[config.mk]
export PLATFORM = sky130hd
export DESIGN_NAME = additive_lagged_fibonacci_rng_core
export DESIGN_NICKNAME = d
export VERILOG_FILES = /design/src/sv/alfr_pkg.sv /design/src/sv/additive_lagged_fibonacci_rng_core.sv
export VERILOG_INCLUDE_DIRS = /design/src /design/src/sv
export SDC_FILE = /design/constraint.sdc
export NUM_CORES = 2
export LEC_CHECK = 0
export ABC_CLOCK_PERIOD_IN_PS = 7200
export BUFFER_PORTS_ARGS = -buffer_cell sky130_fd_sc_hd__buf_2
export CELL_PAD_IN_SITES_DETAIL_PLACEMENT = 1
export CELL_PAD_IN_SITES_GLOBAL_PLACEMENT = 1
export CORE_UTILIZATION = 50
export CTS_CLUSTER_DIAMETER = 120
export CTS_CLUSTER_SIZE = 20
export DETAILED_ROUTE_END_ITERATION = 7
export PLACE_DENSITY_LB_ADDON = 0.1
export SETUP_SLACK_MARGIN = 0.4
export SYNTH_ARGS = -nofsm -noshare
export SYNTH_HDL_FRONTEND = slang
export SYNTH_SLANG_ARGS = --single-unit
[constraint.sdc]
create_clock -name clk -period 7.2 [get_ports clk]
set_input_delay 0.72 -clock clk [delete_from_list [all_inputs] [get_ports clk]]
set_output_delay 0.72 -clock clk [all_outputs]
set_load 0.01 [all_outputs]
[src/sv/additive_lagged_fibonacci_rng_core_assert.svh]
// Assertion macros for the additive lagged-Fibonacci generator.
`ifndef ADDITIVE_LAGGED_FIBONACCI_RNG_CORE_ASSERT_SVH
`define ADDITIVE_LAGGED_FIBONACCI_RNG_CORE_ASSERT_SVH
`ifndef SYNTH
// same-cycle implication
`define ALFR_ASSERT_NOW(lbl, clock, reset, ante, cons) \
  lbl: assert property (@(posedge clock) disable iff (reset) (ante) |-> (cons)) \
    else $error("alfr: same-cycle check failed");
// next-cycle implication
`define ALFR_ASSERT_NEXT(lbl, clock, reset, ante, cons) \
  lbl: assert property (@(posedge clock) disable iff (reset) (ante) |=> (cons)) \
    else $error("alfr: next-cycle check failed");
`else
`define ALFR_ASSERT_NOW(lbl, clock, reset, ante, cons)
`define ALFR_ASSERT_NEXT(lbl, clock, reset, ante, cons)
`endif
`endif

[src/sv/alfr_pkg.sv]
package alfr_pkg;

  localparam int TABLE_DEGREE   = 31;
  localparam int TAP_SEPARATION = 3;
  localparam int IDX_W          = $clog2(TABLE_DEGREE);
  localparam int WARMUP_STEPS   = TABLE_DEGREE * 10;
  localparam int WARM_W         = $clog2(WARMUP_STEPS);

  localparam logic [31:0] SCHRAGE_Q  = 32'd127773;
  localparam logic [31:0] SCHRAGE_A  = 32'd16807;
  localparam logic [31:0] SCHRAGE_R  = 32'd2836;
  localparam logic [31:0] PM_MODULUS = 32'd2147483647;

  // floor(2^48 / Q): quotient estimate is exact or one low for 32-bit dividends
  localparam int          RECIP_SHIFT   = 48;
  localparam logic [31:0] SCHRAGE_RECIP = 32'((64'd1 << RECIP_SHIFT) / 64'd127773);
  localparam int          HI_W          = 15;  // |w| / Q <= 16807
  localparam int          LO_W          = 17;  // remainder < Q after correction

  localparam logic CMD_RESEED = 1'b0;
  localparam logic CMD_DRAW   = 1'b1;

  typedef logic [IDX_W-1:0]  idx_t;
  typedef logic [IDX_W:0]    idx_ext_t;
  typedef logic [WARM_W-1:0] warm_t;
  typedef logic [31:0]       word_t;

  function automatic idx_t idx_inc(idx_t i);
    return (i == idx_t'(TABLE_DEGREE - 1)) ? '0 : i + 1'b1;
  endfunction

  // front pointer that belongs to a given rear pointer
  function automatic idx_t lag_index(idx_t r);
    idx_ext_t s;
    s = {1'b0, r} + idx_ext_t'(TAP_SEPARATION % TABLE_DEGREE);
    if (s >= idx_ext_t'(TABLE_DEGREE)) s = s - idx_ext_t'(TABLE_DEGREE);
    return s[IDX_W-1:0];
  endfunction

  function automatic word_t abs_word(word_t v);
    return v[31] ? (~v + 32'd1) : v;
  endfunction

endpackage

[src/sv/additive_lagged_fibonacci_rng_core.sv]
// Channel   | Handshake              | Payload
// ----------+------------------------+-------------------------------------
// request   | cmd_valid / cmd_stall  | cmd (1b), seed_value (32b)
// result    | rand_valid / rand_stall| random_value (31b), one per draw
//
// Draws: one request per cycle while cmd_stall is low; rand_valid rises once the
// registered RAM read has passed the add/write-back stage (with forwarding on a same-entry hit).
// Reseed: cmd_stall stays high for 1 seed write, 30 entries through the Schrage
// DIV/QEST/CORR/MUL/SUM divide/multiply sequencer and 310 warm-up steps on the RAM port.
// Reset: pointers go to 3/0 and the table reads as zero until first reseed.
// rand_stall holds the result register; one more draw may be in flight.
`include "additive_lagged_fibonacci_rng_core_assert.svh"

module additive_lagged_fibonacci_rng_core (
  input  logic        clk,
  input  logic        rst,
  input  logic        cmd_valid,
  output logic        cmd_stall,
  input  logic        cmd,
  input  logic [31:0] seed_value,
  output logic        rand_valid,
  input  logic        rand_stall,
  output logic [30:0] random_value
);
  import alfr_pkg::*;

  // sequencer codes
  localparam logic [2:0] ST_IDLE = 3'd0;  // serving draws
  localparam logic [2:0] ST_SEED = 3'd1;  // write seed into entry 0
  localparam logic [2:0] ST_DIV  = 3'd2;  // |w| * reciprocal
  localparam logic [2:0] ST_QEST = 3'd3;  // quotient estimate times Q
  localparam logic [2:0] ST_CORR = 3'd4;  // remainder and quotient fix-up
  localparam logic [2:0] ST_MUL  = 3'd5;  // A*lo and R*hi
  localparam logic [2:0] ST_SUM  = 3'd6;  // combine, fold modulus, write entry
  localparam logic [2:0] ST_WARM = 3'd7;  // discarded steps

  logic [2:0] state;
  logic       seeded;        // table holds real data
  idx_t       front_index;
  idx_t       rear_index;
  idx_t       fill_idx;
  warm_t      warm_cnt;

  // Schrage datapath
  word_t             seed_reg;
  logic              w_neg;
  word_t             abs_w;
  logic [63:0]       prod;
  logic [HI_W-1:0]   quot;
  word_t             qd;
  logic [LO_W-1:0]   lo;
  word_t             pa;
  word_t             pb;
  word_t             rem;
  logic signed [32:0] diff;
  logic signed [32:0] diff_adj;
  word_t             fill_val;

  // table RAM
  word_t mem [TABLE_DEGREE];
  logic  mem_we;
  idx_t  mem_waddr;
  word_t mem_wdata;
  word_t rd_f_data;
  word_t rd_r_data;

  // add/write-back stage
  logic  s1_valid;
  logic  s1_emit;      // draw (result) vs warm-up step
  idx_t  s1_addr;
  logic  fwd_f;
  logic  fwd_r;
  word_t fwd_data;
  word_t s1_front;
  word_t s1_rear;
  word_t s1_sum;
  logic  s1_go;
  logic  s1_free;

  logic  req_accept;
  logic  issue;

  // ---------------- handshake and step issue ----------------
  assign s1_go      = s1_valid && (!s1_emit || !rand_valid || !rand_stall);
  assign s1_free    = !s1_valid || s1_go;
  assign cmd_stall  = (state != ST_IDLE) || !s1_free;
  assign req_accept = cmd_valid && !cmd_stall;
  assign issue      = (req_accept && (cmd == CMD_DRAW)) ||
                      ((state == ST_WARM) && s1_free);

  // ---------------- add/write-back stage ----------------
  always_comb begin
    s1_front = fwd_f ? fwd_data : rd_f_data;
    s1_rear  = fwd_r ? fwd_data : rd_r_data;
    s1_sum   = seeded ? (s1_front + s1_rear) : '0;
  end

  // ---------------- Schrage combine ----------------
  always_comb begin
    rem = abs_w - qd;
    if (w_neg) begin
      diff = $signed({1'b0, pb}) - $signed({1'b0, pa});
    end else begin
      diff = $signed({1'b0, pa}) - $signed({1'b0, pb});
    end
    diff_adj = (diff < 0) ? (diff + $signed({1'b0, PM_MODULUS})) : diff;
    fill_val = word_t'(diff_adj[31:0]);
  end

  // ---------------- write port mux ----------------
  always_comb begin
    mem_we    = 1'b0;
    mem_waddr = s1_addr;
    mem_wdata = s1_sum;
    if (s1_go) begin
      mem_we = 1'b1;
    end else if (state == ST_SEED) begin
      mem_we    = 1'b1;
      mem_waddr = '0;
      mem_wdata = seed_reg;
    end else if (state == ST_SUM) begin
      mem_we    = 1'b1;
      mem_waddr = fill_idx;
      mem_wdata = fill_val;
    end
  end

  always_ff @(posedge clk) begin
    if (mem_we) begin
      mem[mem_waddr] <= mem_wdata;
    end
  end

  always_ff @(posedge clk) begin
    if (issue) begin
      rd_f_data <= mem[front_index];
      rd_r_data <= mem[rear_index];
      fwd_f     <= s1_go && (s1_addr == front_index);
      fwd_r     <= s1_go && (s1_addr == rear_index);
      fwd_data  <= s1_sum;
      s1_addr   <= front_index;
      s1_emit   <= (state == ST_IDLE);
    end
  end

  // ---------------- control ----------------
  always_ff @(posedge clk) begin
    if (rst) begin
      state       <= ST_IDLE;
      seeded      <= 1'b0;
      front_index <= idx_t'(TAP_SEPARATION % TABLE_DEGREE);
      rear_index  <= '0;
      s1_valid    <= 1'b0;
      rand_valid  <= 1'b0;
      fill_idx    <= '0;
      warm_cnt    <= '0;
    end else begin
      if (issue) begin
        s1_valid    <= 1'b1;
        front_index <= idx_inc(front_index);
        rear_index  <= idx_inc(rear_index);
      end else if (s1_go) begin
        s1_valid <= 1'b0;
      end

      if (s1_go && s1_emit) begin
        rand_valid <= 1'b1;
      end else if (!rand_stall) begin
        rand_valid <= 1'b0;
      end

      unique case (state)
        ST_IDLE: begin
          if (req_accept && (cmd == CMD_RESEED)) begin
            state       <= ST_SEED;
            front_index <= idx_t'(TAP_SEPARATION % TABLE_DEGREE);
            rear_index  <= '0;
          end
        end
        ST_SEED: begin
          seeded   <= 1'b1;
          fill_idx <= idx_t'(1);
          state    <= ST_DIV;
        end
        ST_DIV:  state <= ST_QEST;
        ST_QEST: state <= ST_CORR;
        ST_CORR: state <= ST_MUL;
        ST_MUL:  state <= ST_SUM;
        ST_SUM: begin
          if (fill_idx == idx_t'(TABLE_DEGREE - 1)) begin
            warm_cnt <= '0;
            state    <= ST_WARM;
          end else begin
            fill_idx <= fill_idx + 1'b1;
            state    <= ST_DIV;
          end
        end
        ST_WARM: begin
          if (issue) begin
            warm_cnt <= warm_cnt + 1'b1;
            if (warm_cnt == warm_t'(WARMUP_STEPS - 1)) state <= ST_IDLE;
          end
        end
        default: state <= ST_IDLE;
      endcase
    end
  end

  // ---------------- datapath registers ----------------
  always_ff @(posedge clk) begin
    if (req_accept && (cmd == CMD_RESEED)) begin
      seed_reg <= (seed_value == '0) ? 32'd1 : seed_value;
    end
    unique case (state)
      ST_SEED: begin
        w_neg <= seed_reg[31];
        abs_w <= abs_word(seed_reg);
      end
      ST_DIV: begin
        prod <= {32'd0, abs_w} * {32'd0, SCHRAGE_RECIP};
      end
      ST_QEST: begin
        quot <= prod[RECIP_SHIFT +: HI_W];
        qd   <= word_t'({{(32 - HI_W){1'b0}}, prod[RECIP_SHIFT +: HI_W]} * SCHRAGE_Q);
      end
      ST_CORR: begin
        if (rem >= SCHRAGE_Q) begin
          quot <= quot + 1'b1;
          lo   <= LO_W'(rem - SCHRAGE_Q);
        end else begin
          lo   <= LO_W'(rem);
        end
      end
      ST_MUL: begin
        pa <= word_t'({{(32 - LO_W){1'b0}}, lo} * SCHRAGE_A);
        pb <= word_t'({{(32 - HI_W){1'b0}}, quot} * SCHRAGE_R);
      end
      ST_SUM: begin
        w_neg <= fill_val[31];
        abs_w <= abs_word(fill_val);
      end
      default: ;
    endcase
    if (s1_go && s1_emit) begin
      random_value <= s1_sum[31:1];
    end
  end

  // ---------------- checks ----------------
  `ALFR_ASSERT_NOW(a_lag_kept, clk, rst, 1'b1, front_index == lag_index(rear_index))
  `ALFR_ASSERT_NOW(a_no_overrun, clk, rst, s1_valid && s1_emit && rand_valid && rand_stall, cmd_stall)
  `ALFR_ASSERT_NEXT(a_reseed_starts, clk, rst, req_accept && (cmd == CMD_RESEED), state == ST_SEED)
  `ALFR_ASSERT_NOW(a_fill_in_range, clk, rst, state == ST_SUM, fill_val < PM_MODULUS)
  `ALFR_ASSERT_NOW(a_result_source, clk, rst, $rose(rand_valid), $past(s1_valid && s1_emit))

endmodule

==> qor.yml <==
status: "finished, violations left"
violations: "negative setup slack"
rsz0062_at_grt: "true"
cts_sinks: 1358
tns_ns: -0.152
grt.overflow.total: 0
hold_viol_final: 0
fin_ws_ns: -0.122
fin_hold_ws_ns: 0.179
fin_nets: 8471
netlist_top_cells_count: "edfxtp_1, inv_1, ha_1"
antenna_found_initial: 6
drt-total-wl_um: 295000
vias_per_cell: 6.27
area_delta_synth_final_pct: 8.49
grt_pass1_vias: 65152
synthFlopType: "edfxtp_1"
drv_cap: 0
synth_top_cell_area_share: 0.421
coreArea_mm2: 0.188
clkSlewWorstSetupHoldPaths_ns: 0.09
dr.pass1.iters: 8
drv_slew: 0
cp-start-kind: "flop"
worst_pin_slew_ns: 1.37
slew_headroom: 0.0826
synth_edf_count: 1328
largest_register: "mem"
final-instance-count-excl-fill: 9593
synth_area_leader_cell: "edfxtp_1"
cp_common_cell: "fa_1"
route.detailed.drc: 0
synth.avg_cell_area_um2: 13.7
skew_ns: 0.0671
syn_nets: 8304
slowest_delay_ns: 0.58
crit_path_end_kind: "flop"
wl_per_cell_um: 30.7
synth_seq_cells: 1358
worstPathMaxFanout: 5
setup_violations: 3
first_iter_violations: 4927
drive_above_1_share: 0.199
crit_family: "adder cells"
placedCellCount: 9456
h-tree-depth: 3
yosysMostFrequentCell: "edfxtp_1"
netlist_area_mm2: 0.0948
syn_inst: 6905
die_h_um: 437
cts_made_buffers: 80
critPathKind: "flop to flop"
finish.utilization: 0.547
gp_congestion: 0.950
synth_cell_types: 111
clk_latency_ns: 0.78
finalCritPeriodShare: 1.02
min_period_ns: 7.32
vias: 60112
yosysWarnings: 0
crit_buf_inv: 5
cts_tree: "done"
io_buffers: 69
critical_path.slowest_cell: "fa_1"
cts_buffer_depth: 3
row_count: 159
fp.dieW_um: 437
async_reset_ff_frac: 0
initial_utilization: 0.504
crit_arrival_ns: 7.82
grt.total_usage: 0.312
largest_reg_flops: 992
grt_max_degree: 147
max_freq_ghz: 0.137
grt_pass1_wl_um: 437000
die-area_mm2: 0.191
hp-class: "input pin to flop"
ant_nets: 0
ios: 70
ys_seq_area_frac: 0.427
hpwl_um: 210000
crit_required_ns: 7.69
cts_root_buf: "clkbuf_16"
ys_top_cells_by_area: "edfxtp_1, mux4_2, ha_1"
## logic make-up (layout without fill, tap and decap cells)
kind of cell    after synthesis  after routing  synth area share
compound gates              919            919            0.0633
xor+xnor                    289            289            0.0269
fa+ha+maj                  1362           1362             0.221
buf+inv                    1144           1332            0.0459
flops                      1358           1358             0.427
mux                         786            786             0.161
other cells                   0              5                 0
simple gates               1047           1047            0.0553
## worst reg2reg max path, stage by stage, from the launching register on
cell and delay (ns):
edfxtp_1 0.53, fa_1 0.58, ha_4 0.29, inv_2 0.03
fa_1 0.50, inv_1 0.05, fa_1 0.46, fa_1 0.56
fa_1 0.44, fa_1 0.49, inv_1 0.05, fa_1 0.50
inv_2 0.05, ha_4 0.26, and3_4 0.20, nand3_2 0.06
o31a_1 0.25, a21oi_1 0.12, o21ai_1 0.09, a22oi_2 0.27
buf_4 0.18, o2111ai_4 0.14, a211oi_2 0.34, nor2_2 0.08
a21oi_2 0.17, a21o_1 0.18, a21oi_2 0.07, xnor2_1 0.11
## cell type report
| type | count | area [µm²] |
|---|---|---|
| Timing Repair Buffer | 371 | 2790 |
| Tap cell | 2495 | 3120 |
| Sequential cell | 1358 | 40500 |
| Clock inverter | 13 | 225 |
| Multi-Input combinational cell | 4403 | 50900 |
| Fill cell | 18301 | 85200 |
| Inverter | 858 | 3230 |
| Clock buffer | 90 | 2060 |
| Antenna cell | 5 | 12.5 |
## layer usage
layer,up-vias,part of all wire,track usage
li1,25954,-,-
met1,31646,0.39,0.395
met2,1958,0.50,0.537
met3,552,0.052,0.0336
met4,2,0.056,0.151
met5,-,0.000044,0
## placed cells by master (no fill, tap or decap), types with 16 or more instances in the layout
cell	instances
dfxtp_1	20
mux2i_1	81
nor2b_1	35
o31ai_1	22
nor3_1	82
clkbuf_16	81
ha_4	17
inv_1	840
fa_1	507
or2_2	23
xnor2_1	193
nor4_1	32
o21ai_0	219
nand2_1	270
nand3_1	69
and3_1	28
mux2_2	128
o21a_1	27
a211oi_1	39
buf_4	280
o21bai_1	28
a31oi_1	18
nand4_1	41
ha_1	825
or3_1	36
a21oi_2	16
a22oi_1	22
nor2_4	28
a21o_1	73
a21oi_1	230
and2_1	49
buf_2	69
nand2b_1	19
mux4_2	576
xor2_1	94
inv_2	16
edfxtp_1	1328
o211ai_1	19
nor2_1	235
## what timing repair did
item | in CTS | in global routing
buffers inserted | 19 | 10
hold buffers | 0 | 0
setup endpoints to repair | 79 | 205
resized for setup | 62 | 58
gates cloned | 0 | 0
pin swaps | 32 | 27
## final timing paths
path                                          start                        end  cells after the start  slack (ns)
worst max register to register  abs_w[17]$_DFFE_PP_         prod[62]$_DFFE_PP_                     27       -0.12
worst max-delay path            abs_w[17]$_DFFE_PP_         prod[62]$_DFFE_PP_                     27       -0.12
worst min-delay path                  seed_value[5]  seed_reg[5]$_SDFFCE_PN0P_                      1        0.18
worst min register to register  seeded$_SDFFE_PP0P_        seeded$_SDFFE_PP0P_                      2        0.52
## metrics by stage
stage | area, µm² | worst slack [ns]
after CTS | 102000 | -0.0184
after global placement | 99800 | -0.363
after floorplan | 94800 | 0.318
after detailed placement | 99800 | -0.403
final | 103000 | -0.122
after global routing | 103000 | -0.331
Power is left out: the tool's default activity adds up to more than one toggle a clock period on the data nets, which glitch-free logic cannot reach.
